**config.mk**
```make
export PLATFORM = sky130hd
export DESIGN_NAME = partner_hop_distance_table_core_flat
export DESIGN_NICKNAME = d
export VERILOG_FILES = /design/src/rtl/core/phdt_pkg.sv /design/src/rtl/core/phdt_req_if.sv /design/src/rtl/core/phdt_rsp_if.sv /design/src/rtl/core/phdt_csr.sv /design/src/rtl/core/phdt_front.sv /design/src/rtl/core/phdt_back.sv /design/src/rtl/core/partner_hop_distance_table_core.sv /design/src/flat_wrapper.sv
export VERILOG_INCLUDE_DIRS = /design/src /design/src/rtl/core
export SDC_FILE = /design/constraint.sdc
export NUM_CORES = 2
export LEC_CHECK = 0
export ABC_AREA = 1
export ABC_CLOCK_PERIOD_IN_PS = 7000
export BUFFER_PORTS_ARGS = -buffer_cell sky130_fd_sc_hd__buf_2
export CAP_MARGIN = 0
export CORE_MARGIN = 1
export CORE_UTILIZATION = 45
export CTS_BUF_LIST = sky130_fd_sc_hd__clkbuf_2 sky130_fd_sc_hd__clkbuf_4 sky130_fd_sc_hd__clkbuf_8
export CTS_CLUSTER_SIZE = 10
export DETAILED_ROUTE_END_ITERATION = 8
export GPL_ROUTABILITY_DRIVEN = 0
export GPL_TIMING_DRIVEN = 0
export PLACE_DENSITY = 0.72
export SYNTH_ARGS = -nofsm -noshare
export SYNTH_HDL_FRONTEND = slang
export SYNTH_HIERARCHICAL = 1
export SYNTH_SLANG_ARGS = --single-unit
```
**constraint.sdc**
```tcl
create_clock -name clock -period 7 [get_ports clock]
set_input_delay 0.7 -clock clock [delete_from_list [all_inputs] [get_ports clock]]
set_output_delay 0.7 -clock clock [all_outputs]
set_load 0.005 [all_outputs]
```
**src/rtl/core/assert_macros.svh**
```systemverilog
// ---------------------------------------------------------------------------
// assert_macros.svh
// Assertion macros shared by the partner hop-distance table RTL.
// ---------------------------------------------------------------------------
`ifndef ASSERT_MACROS_SVH
`define ASSERT_MACROS_SVH

// property checked at every clock edge outside reset
`define PHDT_ASSERT(label, prop, msg) \
   label: assert property (@(posedge clock) disable iff (reset) prop) else $error(msg);

// condition in one cycle implies a condition in the next
`define PHDT_ASSERT_NEXT(label, pre, post, msg) \
   label: assert property (@(posedge clock) disable iff (reset) pre |=> post) else $error(msg);

`endif

```
**src/rtl/core/phdt_pkg.sv**
```systemverilog
// ---------------------------------------------------------------------------
// phdt_pkg
// Constants, codes and types of the partner hop-distance table.
// ---------------------------------------------------------------------------
package phdt_pkg;

   localparam int MAX_TARGETS = 16;
   localparam int MAX_LEVELS  = 4;
   localparam int COORD_BITS  = 16;

   // fixed field widths
   localparam int OPCODE_W      = 2;
   localparam int SLOT_FIELD_W  = 4;
   localparam int RANK_W        = 24;
   localparam int LVL_W         = 3;
   localparam int COORD_FIELD_W = 16;
   localparam int TCOUNT_W      = 5;
   localparam int DIST_W        = 18;
   localparam int FIELD_CNT_W   = 5;
   localparam int FIELD_LEVELS  = 4;

   // derived widths
   localparam int SLOT_W = $clog2(MAX_TARGETS);
   localparam int CNT_W  = $clog2(MAX_TARGETS + 1);

   // opcodes
   localparam logic [OPCODE_W-1:0] OP_WRITE = 2'd0;
   localparam logic [OPCODE_W-1:0] OP_QUERY = 2'd1;
   localparam logic [OPCODE_W-1:0] OP_COUNT = 2'd2;

   // command kinds after classification
   localparam int CMD_W = 2;
   localparam logic [CMD_W-1:0] CMD_WRITE = 2'd0;
   localparam logic [CMD_W-1:0] CMD_QUERY = 2'd1;
   localparam logic [CMD_W-1:0] CMD_COUNT = 2'd2;
   localparam logic [CMD_W-1:0] CMD_NOP   = 2'd3;

   // register map
   localparam int REG_COUNT = 7;
   localparam int REG_IDX_W = $clog2(REG_COUNT);
   localparam int PADDR_W   = REG_IDX_W + 2;
   localparam int PDATA_W   = 32;
   localparam logic [REG_IDX_W-1:0] REG_NODE_LEVEL   = 3'd0;
   localparam logic [REG_IDX_W-1:0] REG_LEVEL_COUNT  = 3'd1;
   localparam logic [REG_IDX_W-1:0] REG_COORD_0      = 3'd2;
   localparam logic [REG_IDX_W-1:0] REG_COORD_1      = 3'd3;
   localparam logic [REG_IDX_W-1:0] REG_COORD_2      = 3'd4;
   localparam logic [REG_IDX_W-1:0] REG_COORD_3      = 3'd5;
   localparam logic [REG_IDX_W-1:0] REG_TARGET_COUNT = 3'd6;

   // command queue
   localparam int CMDQ_DEPTH = 2;
   localparam int QPTR_W     = $clog2(CMDQ_DEPTH);
   localparam int QCNT_W     = $clog2(CMDQ_DEPTH + 1);

   typedef logic [COORD_BITS-1:0] coord_type;

   typedef struct packed {
      logic [LVL_W-1:0]                node_level;
      logic [LVL_W-1:0]                level_count;
      coord_type [MAX_LEVELS-1:0]      coord;
      logic [CNT_W-1:0]                active;
   } cfg_type;

   typedef struct packed {
      logic [RANK_W-1:0]               rank;
      logic [LVL_W-1:0]                node_level;
      logic [LVL_W-1:0]                level_count;
      coord_type [MAX_LEVELS-1:0]      coord;
   } entry_type;

   typedef struct packed {
      logic [CMD_W-1:0]                kind;
      logic [SLOT_W-1:0]               slot;
      entry_type                       entry;
   } cmd_type;

   typedef struct packed {
      logic                            failed;
      logic [DIST_W-1:0]               hop_dist;
      logic [FIELD_CNT_W-1:0]          on_cnt;
      logic [FIELD_CNT_W-1:0]          off_cnt;
   } result_type;

endpackage

```
**src/rtl/core/phdt_req_if.sv**
```systemverilog
// ---------------------------------------------------------------------------
// phdt_req_if
// Request channel: valid/ready with one command beat.
// ---------------------------------------------------------------------------
interface phdt_req_if import phdt_pkg::*; ();
   logic                     valid;
   logic                     ready;
   logic [OPCODE_W-1:0]      opcode;
   logic [SLOT_FIELD_W-1:0]  slot;
   logic [RANK_W-1:0]        peer_rank;
   logic [LVL_W-1:0]         peer_node_level;
   logic [LVL_W-1:0]         peer_level_count;
   logic [COORD_FIELD_W-1:0] peer_coord_0;
   logic [COORD_FIELD_W-1:0] peer_coord_1;
   logic [COORD_FIELD_W-1:0] peer_coord_2;
   logic [COORD_FIELD_W-1:0] peer_coord_3;

   modport source (
      output valid, opcode, slot, peer_rank, peer_node_level, peer_level_count,
             peer_coord_0, peer_coord_1, peer_coord_2, peer_coord_3,
      input  ready
   );
   modport sink (
      input  valid, opcode, slot, peer_rank, peer_node_level, peer_level_count,
             peer_coord_0, peer_coord_1, peer_coord_2, peer_coord_3,
      output ready
   );
endinterface

```
**src/rtl/core/phdt_rsp_if.sv**
```systemverilog
// ---------------------------------------------------------------------------
// phdt_rsp_if
// Response channel: valid/ready with one result beat.
// ---------------------------------------------------------------------------
interface phdt_rsp_if import phdt_pkg::*; ();
   logic                   valid;
   logic                   ready;
   logic                   failed;
   logic [DIST_W-1:0]      hop_distance;
   logic [FIELD_CNT_W-1:0] on_node_count;
   logic [FIELD_CNT_W-1:0] off_node_count;

   modport source (
      output valid, failed, hop_distance, on_node_count, off_node_count,
      input  ready
   );
   modport sink (
      input  valid, failed, hop_distance, on_node_count, off_node_count,
      output ready
   );
endinterface

```
**src/rtl/core/phdt_csr.sv**
```systemverilog
// ---------------------------------------------------------------------------
// phdt_csr
// APB register file holding the local topology and the table fill count.
// ---------------------------------------------------------------------------
module phdt_csr import phdt_pkg::*; (
   input  logic               clock,
   input  logic               reset,
   input  logic               psel,
   input  logic               penable,
   input  logic               pwrite,
   input  logic [PADDR_W-1:0] paddr,
   input  logic [PDATA_W-1:0] pwdata,
   output logic [PDATA_W-1:0] prdata,
   output logic               pready,
   output cfg_type            cfg
);

   logic [LVL_W-1:0]    node_level_ff, node_level_in;
   logic [LVL_W-1:0]    level_count_ff, level_count_in;
   coord_type           coord_ff [FIELD_LEVELS];
   coord_type           coord_in [FIELD_LEVELS];
   logic [TCOUNT_W-1:0] tcount_ff, tcount_in;
   logic [REG_IDX_W-1:0] idx;
   logic                wr;

   assign pready = 1'b1;
   assign idx    = paddr[PADDR_W-1:2];
   assign wr     = psel && penable && pwrite;

   always_comb begin
      node_level_in  = node_level_ff;
      level_count_in = level_count_ff;
      tcount_in      = tcount_ff;
      for (int j = 0; j < FIELD_LEVELS; j++) begin
         coord_in[j] = coord_ff[j];
      end
      if (wr) begin
         unique case (idx)
            REG_NODE_LEVEL:   node_level_in  = pwdata[LVL_W-1:0];
            REG_LEVEL_COUNT:  level_count_in = pwdata[LVL_W-1:0];
            REG_COORD_0:      coord_in[0]    = pwdata[COORD_BITS-1:0];
            REG_COORD_1:      coord_in[1]    = pwdata[COORD_BITS-1:0];
            REG_COORD_2:      coord_in[2]    = pwdata[COORD_BITS-1:0];
            REG_COORD_3:      coord_in[3]    = pwdata[COORD_BITS-1:0];
            REG_TARGET_COUNT: tcount_in      = pwdata[TCOUNT_W-1:0];
            default: begin
            end
         endcase
      end
   end

   always_ff @(posedge clock) begin
      if (reset) begin
         node_level_ff  <= '0;
         level_count_ff <= '0;
         tcount_ff      <= '0;
         for (int j = 0; j < FIELD_LEVELS; j++) begin
            coord_ff[j] <= '0;
         end
      end else begin
         node_level_ff  <= node_level_in;
         level_count_ff <= level_count_in;
         tcount_ff      <= tcount_in;
         for (int j = 0; j < FIELD_LEVELS; j++) begin
            coord_ff[j] <= coord_in[j];
         end
      end
   end

   always_comb begin
      unique case (idx)
         REG_NODE_LEVEL:   prdata = PDATA_W'(node_level_ff);
         REG_LEVEL_COUNT:  prdata = PDATA_W'(level_count_ff);
         REG_COORD_0:      prdata = PDATA_W'(coord_ff[0]);
         REG_COORD_1:      prdata = PDATA_W'(coord_ff[1]);
         REG_COORD_2:      prdata = PDATA_W'(coord_ff[2]);
         REG_COORD_3:      prdata = PDATA_W'(coord_ff[3]);
         REG_TARGET_COUNT: prdata = PDATA_W'(tcount_ff);
         default:          prdata = '0;
      endcase
   end

   always_comb begin
      cfg.node_level  = node_level_ff;
      cfg.level_count = level_count_ff;
      for (int j = 0; j < MAX_LEVELS; j++) begin
         cfg.coord[j] = coord_ff[j];
      end
      cfg.active = (int'(tcount_ff) > MAX_TARGETS) ? CNT_W'(MAX_TARGETS)
                                                   : CNT_W'(tcount_ff);
   end

endmodule

```
**src/rtl/core/phdt_front.sv**
```systemverilog
// ---------------------------------------------------------------------------
// phdt_front
// Accepts request beats, classifies them and buffers them in a short queue.
// ---------------------------------------------------------------------------
`include "assert_macros.svh"

module phdt_front import phdt_pkg::*; (
   input  logic         clock,
   input  logic         reset,
   phdt_req_if.sink     req_bus,
   output logic         cmd_valid,
   output cmd_type      cmd,
   input  logic         cmd_pop
);

   cmd_type                  q_ff [CMDQ_DEPTH];
   logic [QPTR_W-1:0]        wr_ptr_ff, wr_ptr_in;
   logic [QPTR_W-1:0]        rd_ptr_ff, rd_ptr_in;
   logic [QCNT_W-1:0]        cnt_ff, cnt_in;
   logic [COORD_FIELD_W-1:0] coord_field [FIELD_LEVELS];
   cmd_type                  beat;
   logic                     push;
   logic                     slot_ok;

   assign coord_field[0] = req_bus.peer_coord_0;
   assign coord_field[1] = req_bus.peer_coord_1;
   assign coord_field[2] = req_bus.peer_coord_2;
   assign coord_field[3] = req_bus.peer_coord_3;

   assign slot_ok = int'(req_bus.slot) < MAX_TARGETS;

   always_comb begin
      unique case (req_bus.opcode)
         OP_WRITE: beat.kind = slot_ok ? CMD_WRITE : CMD_NOP;
         OP_QUERY: beat.kind = CMD_QUERY;
         OP_COUNT: beat.kind = CMD_COUNT;
         default:  beat.kind = CMD_NOP;
      endcase
      beat.slot              = SLOT_W'(req_bus.slot);
      beat.entry.rank        = req_bus.peer_rank;
      beat.entry.node_level  = req_bus.peer_node_level;
      beat.entry.level_count = req_bus.peer_level_count;
      for (int j = 0; j < MAX_LEVELS; j++) begin
         beat.entry.coord[j] = coord_field[j][COORD_BITS-1:0];
      end
   end

   assign req_bus.ready = cnt_ff != QCNT_W'(CMDQ_DEPTH);
   assign push          = req_bus.valid && req_bus.ready;
   assign cmd_valid     = cnt_ff != '0;
   assign cmd           = q_ff[rd_ptr_ff];

   always_comb begin
      wr_ptr_in = push ? wr_ptr_ff + QPTR_W'(1) : wr_ptr_ff;
      rd_ptr_in = cmd_pop ? rd_ptr_ff + QPTR_W'(1) : rd_ptr_ff;
      cnt_in    = cnt_ff;
      if (push && !cmd_pop) begin
         cnt_in = cnt_ff + QCNT_W'(1);
      end else if (!push && cmd_pop) begin
         cnt_in = cnt_ff - QCNT_W'(1);
      end
   end

   always_ff @(posedge clock) begin
      if (push) begin
         q_ff[wr_ptr_ff] <= beat;
      end
   end

   always_ff @(posedge clock) begin
      if (reset) begin
         wr_ptr_ff <= '0;
         rd_ptr_ff <= '0;
         cnt_ff    <= '0;
      end else begin
         wr_ptr_ff <= wr_ptr_in;
         rd_ptr_ff <= rd_ptr_in;
         cnt_ff    <= cnt_in;
      end
   end

   `PHDT_ASSERT(a_q_bound, (cnt_ff <= QCNT_W'(CMDQ_DEPTH)), "command queue overfilled")
   `PHDT_ASSERT(a_q_pop, (cmd_pop |-> cmd_valid), "pop from empty command queue")
   `PHDT_ASSERT_NEXT(a_q_grow, (push && !cmd_pop), (cnt_ff == $past(cnt_ff) + QCNT_W'(1)), "queue count lost a beat")

endmodule

```
**src/rtl/core/phdt_back.sv**
```systemverilog
// ---------------------------------------------------------------------------
// phdt_back
// Executes commands: table writes, rank search with hop distance, and
// on/off-node counting, walking the table one entry per cycle.
// ---------------------------------------------------------------------------
`include "assert_macros.svh"

module phdt_back import phdt_pkg::*; (
   input  logic       clock,
   input  logic       reset,
   input  cfg_type    cfg,
   input  logic       cmd_valid,
   input  cmd_type    cmd,
   output logic       cmd_pop,
   input  logic       rsp_ready,
   output logic       rsp_valid,
   output result_type rsp
);

   localparam logic [2:0] ST_IDLE = 3'd0;
   localparam logic [2:0] ST_WALK = 3'd1;
   localparam logic [2:0] ST_ABS  = 3'd2;
   localparam logic [2:0] ST_SUM  = 3'd3;
   localparam logic [2:0] ST_DONE = 3'd4;

   entry_type          mem [MAX_TARGETS];
   entry_type          row_ff;
   logic               mem_we, rd_en;
   logic [SLOT_W-1:0]  rd_addr;

   logic [2:0]         state_ff, state_in;
   logic [CMD_W-1:0]   kind_ff, kind_in;
   logic [RANK_W-1:0]  rank_ff, rank_in;
   logic [CNT_W-1:0]   idx_ff, idx_in;
   logic               pend_ff, pend_in;
   logic               last_ff, last_in;
   logic [CNT_W-1:0]   on_ff, on_in;
   logic [CNT_W-1:0]   off_ff, off_in;
   coord_type          hit_ff [MAX_LEVELS];
   coord_type          hit_in [MAX_LEVELS];
   coord_type          diff_ff [MAX_LEVELS];
   coord_type          diff_in [MAX_LEVELS];
   result_type         res_ff, res_in;
   logic               rsp_valid_ff, rsp_valid_in;
   result_type         rsp_ff;

   logic [MAX_LEVELS-1:0] lvl_en;
   logic               rank_hit, comp, same, eval, issue, stop, rsp_load;
   logic [CNT_W-1:0]   on_next, off_next;
   logic [DIST_W-1:0]  sum;

   always_comb begin
      for (int j = 0; j < MAX_LEVELS; j++) begin
         lvl_en[j] = (LVL_W'(j) >= cfg.node_level) && (LVL_W'(j) < cfg.level_count);
      end
   end

   assign rank_hit = row_ff.rank == rank_ff;
   assign comp     = (row_ff.node_level == cfg.node_level) &&
                     (row_ff.level_count == cfg.level_count);
   always_comb begin
      same = comp;
      for (int j = 0; j < MAX_LEVELS; j++) begin
         if (lvl_en[j] && (row_ff.coord[j] != cfg.coord[j])) begin
            same = 1'b0;
         end
      end
   end

   assign eval     = (state_ff == ST_WALK) && pend_ff;
   assign issue    = (state_ff == ST_WALK) && (idx_ff < cfg.active);
   assign stop     = eval && (last_ff || ((kind_ff == CMD_QUERY) && rank_hit));
   assign on_next  = on_ff + CNT_W'(eval && same);
   assign off_next = off_ff + CNT_W'(eval && !same);
   assign rd_en    = issue;
   assign rd_addr  = idx_ff[SLOT_W-1:0];
   assign rsp_load = (state_ff == ST_DONE) && (!rsp_valid_ff || rsp_ready);

   always_comb begin
      sum = '0;
      for (int j = 0; j < MAX_LEVELS; j++) begin
         sum = sum + DIST_W'(diff_ff[j]);
      end
   end

   always_comb begin
      state_in = state_ff;
      kind_in  = kind_ff;
      rank_in  = rank_ff;
      idx_in   = idx_ff;
      on_in    = on_next;
      off_in   = off_next;
      res_in   = res_ff;
      cmd_pop  = 1'b0;
      mem_we   = 1'b0;
      pend_in  = issue && !stop;
      last_in  = (idx_ff + CNT_W'(1)) == cfg.active;
      for (int j = 0; j < MAX_LEVELS; j++) begin
         hit_in[j]  = hit_ff[j];
         diff_in[j] = diff_ff[j];
      end
      if (issue) begin
         idx_in = idx_ff + CNT_W'(1);
      end
      unique case (state_ff)
         ST_IDLE: begin
            if (cmd_valid) begin
               cmd_pop = 1'b1;
               kind_in = cmd.kind;
               rank_in = cmd.entry.rank;
               idx_in  = '0;
               on_in   = '0;
               off_in  = '0;
               res_in  = '0;
               unique case (cmd.kind)
                  CMD_WRITE: begin
                     mem_we   = 1'b1;
                     state_in = ST_DONE;
                  end
                  CMD_QUERY: begin
                     res_in.failed = cfg.active == '0;
                     state_in      = (cfg.active == '0) ? ST_DONE : ST_WALK;
                  end
                  CMD_COUNT: state_in = (cfg.active == '0) ? ST_DONE : ST_WALK;
                  default:   state_in = ST_DONE;
               endcase
            end
         end
         ST_WALK: begin
            if (eval) begin
               if (kind_ff == CMD_QUERY) begin
                  if (rank_hit && comp) begin
                     for (int j = 0; j < MAX_LEVELS; j++) begin
                        hit_in[j] = row_ff.coord[j];
                     end
                     state_in = ST_ABS;
                  end else if (rank_hit || last_ff) begin
                     res_in.failed = 1'b1;
                     state_in      = ST_DONE;
                  end
               end else if (last_ff) begin
                  res_in.on_cnt  = FIELD_CNT_W'(on_next);
                  res_in.off_cnt = FIELD_CNT_W'(off_next);
                  state_in       = ST_DONE;
               end
            end
         end
         ST_ABS: begin
            for (int j = 0; j < MAX_LEVELS; j++) begin
               if (!lvl_en[j]) begin
                  diff_in[j] = '0;
               end else if (cfg.coord[j] > hit_ff[j]) begin
                  diff_in[j] = cfg.coord[j] - hit_ff[j];
               end else begin
                  diff_in[j] = hit_ff[j] - cfg.coord[j];
               end
            end
            state_in = ST_SUM;
         end
         ST_SUM: begin
            res_in.hop_dist = sum;
            state_in        = ST_DONE;
         end
         ST_DONE: begin
            if (rsp_load) begin
               state_in = ST_IDLE;
            end
         end
         default: state_in = ST_IDLE;
      endcase
   end

   assign rsp_valid_in = rsp_load || (rsp_valid_ff && !rsp_ready);

   always_ff @(posedge clock) begin
      if (mem_we) begin
         mem[cmd.slot] <= cmd.entry;
      end
      if (rd_en) begin
         row_ff <= mem[rd_addr];
      end
   end

   always_ff @(posedge clock) begin
      kind_ff <= kind_in;
      rank_ff <= rank_in;
      idx_ff  <= idx_in;
      last_ff <= last_in;
      on_ff   <= on_in;
      off_ff  <= off_in;
      res_ff  <= res_in;
      for (int j = 0; j < MAX_LEVELS; j++) begin
         hit_ff[j]  <= hit_in[j];
         diff_ff[j] <= diff_in[j];
      end
      if (rsp_load) begin
         rsp_ff <= res_ff;
      end
   end

   always_ff @(posedge clock) begin
      if (reset) begin
         state_ff     <= ST_IDLE;
         pend_ff      <= 1'b0;
         rsp_valid_ff <= 1'b0;
      end else begin
         state_ff     <= state_in;
         pend_ff      <= pend_in;
         rsp_valid_ff <= rsp_valid_in;
      end
   end

   assign rsp_valid = rsp_valid_ff;
   assign rsp       = rsp_ff;

   `PHDT_ASSERT(a_walk_bound, ((state_ff == ST_WALK) |-> (idx_ff <= cfg.active)), "walk index past table fill")
   `PHDT_ASSERT(a_fail_zero, ((rsp_valid_ff && rsp_ff.failed) |-> (rsp_ff.hop_dist == '0)), "failed query carries a distance")
   `PHDT_ASSERT(a_count_total, ((state_ff == ST_DONE && kind_ff == CMD_COUNT) |-> ((CNT_W+1)'(res_ff.on_cnt) + (CNT_W+1)'(res_ff.off_cnt) == (CNT_W+1)'(cfg.active))), "on plus off differs from table fill")
   `PHDT_ASSERT(a_pend_walk, (pend_ff |-> ($past(state_ff) == ST_WALK)), "read pending outside a walk")

endmodule

```
**src/rtl/core/partner_hop_distance_table_core.sv**
```systemverilog
// ---------------------------------------------------------------------------
// partner_hop_distance_table_core
// Partner table with rank lookup, Manhattan hop distance and on/off-node
// counting, fed through a request queue and an APB register port.
// ---------------------------------------------------------------------------
// A request is taken into a two-beat queue and executed by a back end that
// owns a 16-entry single-port table memory; a table write or an unused
// opcode goes straight to the response, a count walks the first
// min(target_count, 16) entries one per cycle through that memory port, and
// a query walks them until its first rank match, then adds the level
// distances in ST_ABS and ST_SUM when that entry is comparable. The table is
// not cleared at reset: write every slot below target_count before querying.
// The response sits in an output register, so the back end starts the next
// command while a result waits; once it also holds a finished result, the
// queue fills after two more beats and the request side stalls.
module partner_hop_distance_table_core import phdt_pkg::*; (
   input  logic               clock,
   input  logic               reset,
   phdt_req_if.sink           req_bus,
   phdt_rsp_if.source         rsp_bus,
   input  logic               psel,
   input  logic               penable,
   input  logic               pwrite,
   input  logic [PADDR_W-1:0] paddr,
   input  logic [PDATA_W-1:0] pwdata,
   output logic [PDATA_W-1:0] prdata,
   output logic               pready
);

   cfg_type    cfg;
   logic       cmd_valid;
   cmd_type    cmd;
   logic       cmd_pop;
   logic       rsp_valid;
   result_type rsp;

   phdt_csr u_csr (
      .clock   (clock),
      .reset   (reset),
      .psel    (psel),
      .penable (penable),
      .pwrite  (pwrite),
      .paddr   (paddr),
      .pwdata  (pwdata),
      .prdata  (prdata),
      .pready  (pready),
      .cfg     (cfg)
   );

   phdt_front u_front (
      .clock     (clock),
      .reset     (reset),
      .req_bus   (req_bus),
      .cmd_valid (cmd_valid),
      .cmd       (cmd),
      .cmd_pop   (cmd_pop)
   );

   phdt_back u_back (
      .clock     (clock),
      .reset     (reset),
      .cfg       (cfg),
      .cmd_valid (cmd_valid),
      .cmd       (cmd),
      .cmd_pop   (cmd_pop),
      .rsp_ready (rsp_bus.ready),
      .rsp_valid (rsp_valid),
      .rsp       (rsp)
   );

   assign rsp_bus.valid          = rsp_valid;
   assign rsp_bus.failed         = rsp.failed;
   assign rsp_bus.hop_distance   = rsp.hop_dist;
   assign rsp_bus.on_node_count  = rsp.on_cnt;
   assign rsp_bus.off_node_count = rsp.off_cnt;

endmodule

```
**src/flat_wrapper.sv**
```systemverilog
// flat-port wrapper written by rule: the top's interface ports become plain ports
module partner_hop_distance_table_core_flat import phdt_pkg::*;
  (clock, reset, psel, penable, pwrite, paddr, pwdata, prdata, pready, req_bus_valid, req_bus_opcode, req_bus_slot, req_bus_peer_rank, req_bus_peer_node_level, req_bus_peer_level_count, req_bus_peer_coord_0, req_bus_peer_coord_1, req_bus_peer_coord_2, req_bus_peer_coord_3, req_bus_ready, rsp_bus_valid, rsp_bus_failed, rsp_bus_hop_distance, rsp_bus_on_node_count, rsp_bus_off_node_count, rsp_bus_ready);
  phdt_req_if req_bus_i ();
  phdt_rsp_if rsp_bus_i ();
  input  logic clock;
  input  logic reset;
  input  logic psel;
  input  logic penable;
  input  logic pwrite;
  input  logic [PADDR_W-1:0] paddr;
  input  logic [PDATA_W-1:0] pwdata;
  output logic [PDATA_W-1:0] prdata;
  output logic pready;
  input wire logic [$bits(req_bus_i.valid)-1:0] req_bus_valid;
  input wire logic [$bits(req_bus_i.opcode)-1:0] req_bus_opcode;
  input wire logic [$bits(req_bus_i.slot)-1:0] req_bus_slot;
  input wire logic [$bits(req_bus_i.peer_rank)-1:0] req_bus_peer_rank;
  input wire logic [$bits(req_bus_i.peer_node_level)-1:0] req_bus_peer_node_level;
  input wire logic [$bits(req_bus_i.peer_level_count)-1:0] req_bus_peer_level_count;
  input wire logic [$bits(req_bus_i.peer_coord_0)-1:0] req_bus_peer_coord_0;
  input wire logic [$bits(req_bus_i.peer_coord_1)-1:0] req_bus_peer_coord_1;
  input wire logic [$bits(req_bus_i.peer_coord_2)-1:0] req_bus_peer_coord_2;
  input wire logic [$bits(req_bus_i.peer_coord_3)-1:0] req_bus_peer_coord_3;
  output wire logic [$bits(req_bus_i.ready)-1:0] req_bus_ready;
  output wire logic [$bits(rsp_bus_i.valid)-1:0] rsp_bus_valid;
  output wire logic [$bits(rsp_bus_i.failed)-1:0] rsp_bus_failed;
  output wire logic [$bits(rsp_bus_i.hop_distance)-1:0] rsp_bus_hop_distance;
  output wire logic [$bits(rsp_bus_i.on_node_count)-1:0] rsp_bus_on_node_count;
  output wire logic [$bits(rsp_bus_i.off_node_count)-1:0] rsp_bus_off_node_count;
  input wire logic [$bits(rsp_bus_i.ready)-1:0] rsp_bus_ready;
  assign req_bus_i.valid = req_bus_valid;
  assign req_bus_i.opcode = req_bus_opcode;
  assign req_bus_i.slot = req_bus_slot;
  assign req_bus_i.peer_rank = req_bus_peer_rank;
  assign req_bus_i.peer_node_level = req_bus_peer_node_level;
  assign req_bus_i.peer_level_count = req_bus_peer_level_count;
  assign req_bus_i.peer_coord_0 = req_bus_peer_coord_0;
  assign req_bus_i.peer_coord_1 = req_bus_peer_coord_1;
  assign req_bus_i.peer_coord_2 = req_bus_peer_coord_2;
  assign req_bus_i.peer_coord_3 = req_bus_peer_coord_3;
  assign req_bus_ready = req_bus_i.ready;
  assign rsp_bus_valid = rsp_bus_i.valid;
  assign rsp_bus_failed = rsp_bus_i.failed;
  assign rsp_bus_hop_distance = rsp_bus_i.hop_distance;
  assign rsp_bus_on_node_count = rsp_bus_i.on_node_count;
  assign rsp_bus_off_node_count = rsp_bus_i.off_node_count;
  assign rsp_bus_i.ready = rsp_bus_ready;
  partner_hop_distance_table_core u_core (.clock(clock), .reset(reset), .req_bus(req_bus_i), .rsp_bus(rsp_bus_i), .psel(psel), .penable(penable), .pwrite(pwrite), .paddr(paddr), .pwdata(pwdata), .prdata(prdata), .pready(pready));
endmodule
```
==> impl_metrics.ini <==
[synthesis]
syn_area_um2 = 91100
synth-edff-count = 2010
ys_async_sr_fraction_pct = 0
synth.distinct_cells = 54
yosysWarnings = 6
synth_seq_area_share_pct = 68.5
syn_area_per_cell_um2 = 12.0
synthFlopType = edfxtp_1
ys_ff_latch = 2111
synthesis.instances = 7575

[cells_and_area]
fin_util_pct = 52.2
final_common_cell = edfxtp_1
most-common-layout-cells = edfxtp_1 (2,010), nor2_1 (1,268), o21ai_0 (921), nand2_1 (755), inv_1 (462)
fin_area_um2 = 105000
drive_gt1_share_pct = 13.3
syn2layout_area_growth_pct = 14.8
nNetsFinal = 8629

[place]
dp_hpwl_um = 189000
pre_cts_ws_ns = 2.22
io_buffers = 169
postPlaceCellArea_um2 = 97200

[drt]
wl_um = 267000
vias = 64626
route.detailed.drc = 0
vias_per_cell = 5.78
drtIter0Drc = 9025
drtPass1Iterations = 9
wl_per_cell_um = 23.8
ant_nets = 0

[floorplanning]
die_w_um = 452
placementRows = 164
die_h_um = 452
pin_count = 208
die-area_um2 = 204000
core_um2 = 200000
start_util_pct = 45.4

[cts]
insertion_delay_ns = 1.09
clk_path_buf_depth = 4
cts_setup_buffers = 0
cts_max_level = 5
clk_pin_slew_ns = 0.06
cts_buffers = 349
cts-root-buf = clkbuf_8
cts_tree = done
cts.sinks = 2111

[timing]
worst_slew_pin_slew_ns = 1.46
clock.fmax_ghz = 0.203
maxSlewHeadroom_pct = 2.43
setup_tns_ns = 0
whs_ns = 0.129
period_share_pct = 70.2
min_period_ns = 4.92
clock_skew_ns = 0.0833
timing.final.ws_setup_ns = 2.08
setup_violations = 0
finalHoldViolCount = 0
drv_slew = 0
grt_setup_unrepaired = no

[setup_path]
cp.required_ns = 7.70
worstSetupPathType = flop to flop
cp-start-kind = flop
critPathMaxFanout = 23
arrival_ns = 5.62
worst_setup_path_end_kind = flop

[global_routing]
antenna_found_initial = 18
use_met1_pct = 32.4
grt_start_max_net_pins = 52
grt_use_met2_pct = 39.3
track_usage_pct = 25.5
top_usage_layer = met2
grt-ovfl-total = 0
grt_pass1_vias = 62288
grt_use_met3_pct = 6.79
grt_pass1_wl_um = 387000

[power_and_ir_drop]
p_leak_nw = 37.8
ir_worst_vdd_uv = 202
powerDensity_nw_per_um2 = 273

[job]
maxCapViolations = 0

[run_status]
status = finished, final reports clean

[hold_path]
hold_class = primary input to flop
area by class of cell:
class,instances,area [µm²]
antenna,9,22.5
buffer,432,2170
clock buffer,475,5810
clock inverter,100,589
fill,16547,95900
inverter,484,1830
multi-input combinational,4563,24900
sequential,2111,62400
tap,2656,3320
timing repair buffer,350,3560
state kept, by name, summed over array words and instances (netlist names), 29 cells and up, named ones only:
name	flops
u_core/u_back/hit_ff	64
u_core/u_back/diff_ff	64
u_core/u_back/res_ff	29
u_core/u_front/q_ff	200
u_core/u_csr/coord_ff	64
u_core/u_back/row_ff	94
u_core/u_back/mem	1504
u_core/u_back/rsp	29
repair_timing:
item,CTS,global route
hold buffers,100,0
endpoints found under the setup margin,0,0
endpoints found under the hold margin,203,0
gates resized for setup,0,0
where the power goes:
group,internal [mW],total [mW],switching [mW]
Clock,5.54,10.2,4.68
Sequential,15.2,15.4,0.171
Combinational,0.863,3.00,2.14
Total,21.6,28.6,6.99
critical path, stage by stage (launching register included):
cell and delay, ns:
dfxtp_1 0.33, buf_6 0.24, buf_12 0.20, mux2_4 0.40, inv_1 0.10, ha_1 0.14
nand2_1 0.05, nor2_1 0.83, nand3_1 0.57, nor2_4 0.86, buf_12 0.29, buf_12 0.21
buf_16 0.20
per-layer routing:
layer  share of wire [%]  up-vias
met2                  45     4534
met5               0.028        -
li1                    -    28390
met4                 6.3       10
met3                  13      790
met1                  36    30902
logic make-up after synthesis:
group | count (synthesis) | share of synthesized area [%]
compound gates | 1800 | 10.9
xor+xnor | 162 | 1.56
fa+ha+maj | 194 | 3.00
buf+inv | 916 | 4.39
flops | 2111 | 68.5
mux | 100 | 1.65
other cells | 2 | 0.00825
simple gates | 2290 | 10.0
through the flow:
stage | instances | power (mW)
floorplan | 7590 | 17.2
global placement | 10415 | 18.4
detailed placement | 10496 | 18.6
CTS | 11171 | 28.7
global route | 11174 | 29.5
finish | 11180 | 28.6
path summary, 6_finish.rpt:
path | slack, ns | startpoint | depth (start not counted) | end
min reg2reg | 0.41 | u_core/u_back/res_ff[24]$_SDFFCE_PN0P_ | 0 | u_core/u_back/rsp[24]$_DFFE_PP_
min | 0.13 | rsp_bus_ready | 4 | u_core/u_back/rsp_valid$_SDFF_PP0_
max | 2.08 | flop | 12 | u_core/u_back/mem[4][26]$_DFFE_PP_
max reg2reg | 2.08 | flop | 12 | u_core/u_back/mem[4][26]$_DFFE_PP_
synthesized netlist by cell type, types with 14 or more instances:
library cell | n | share of area (%)
edfxtp_1 | 2010 | 66
nor2_1 | 1286 | 5.3
o21ai_0 | 921 | 5.1
nand2_1 | 755 | 3.1
inv_1 | 464 | 1.9
o22ai_1 | 439 | 3.0
a21oi_1 | 262 | 1.4
clkbuf_1 | 254 | 1.0
ha_1 | 154 | 2.1
nand3_1 | 118 | 0.65
dfxtp_1 | 101 | 2.2
mux2_4 | 100 | 1.6
xor2_1 | 95 | 0.91
buf_2 | 87 | 0.48
xnor2_1 | 67 | 0.64
o21ai_1 | 54 | 0.30
nand4_1 | 52 | 0.36
buf_4 | 42 | 0.35
fa_1 | 40 | 0.88
a22oi_1 | 33 | 0.27
nor3_1 | 31 | 0.17
a21o_1 | 25 | 0.21
clkbuf_2 | 19 | 0.10
o21bai_1 | 14 | 0.12
Power figures use the tool's default switching activity.
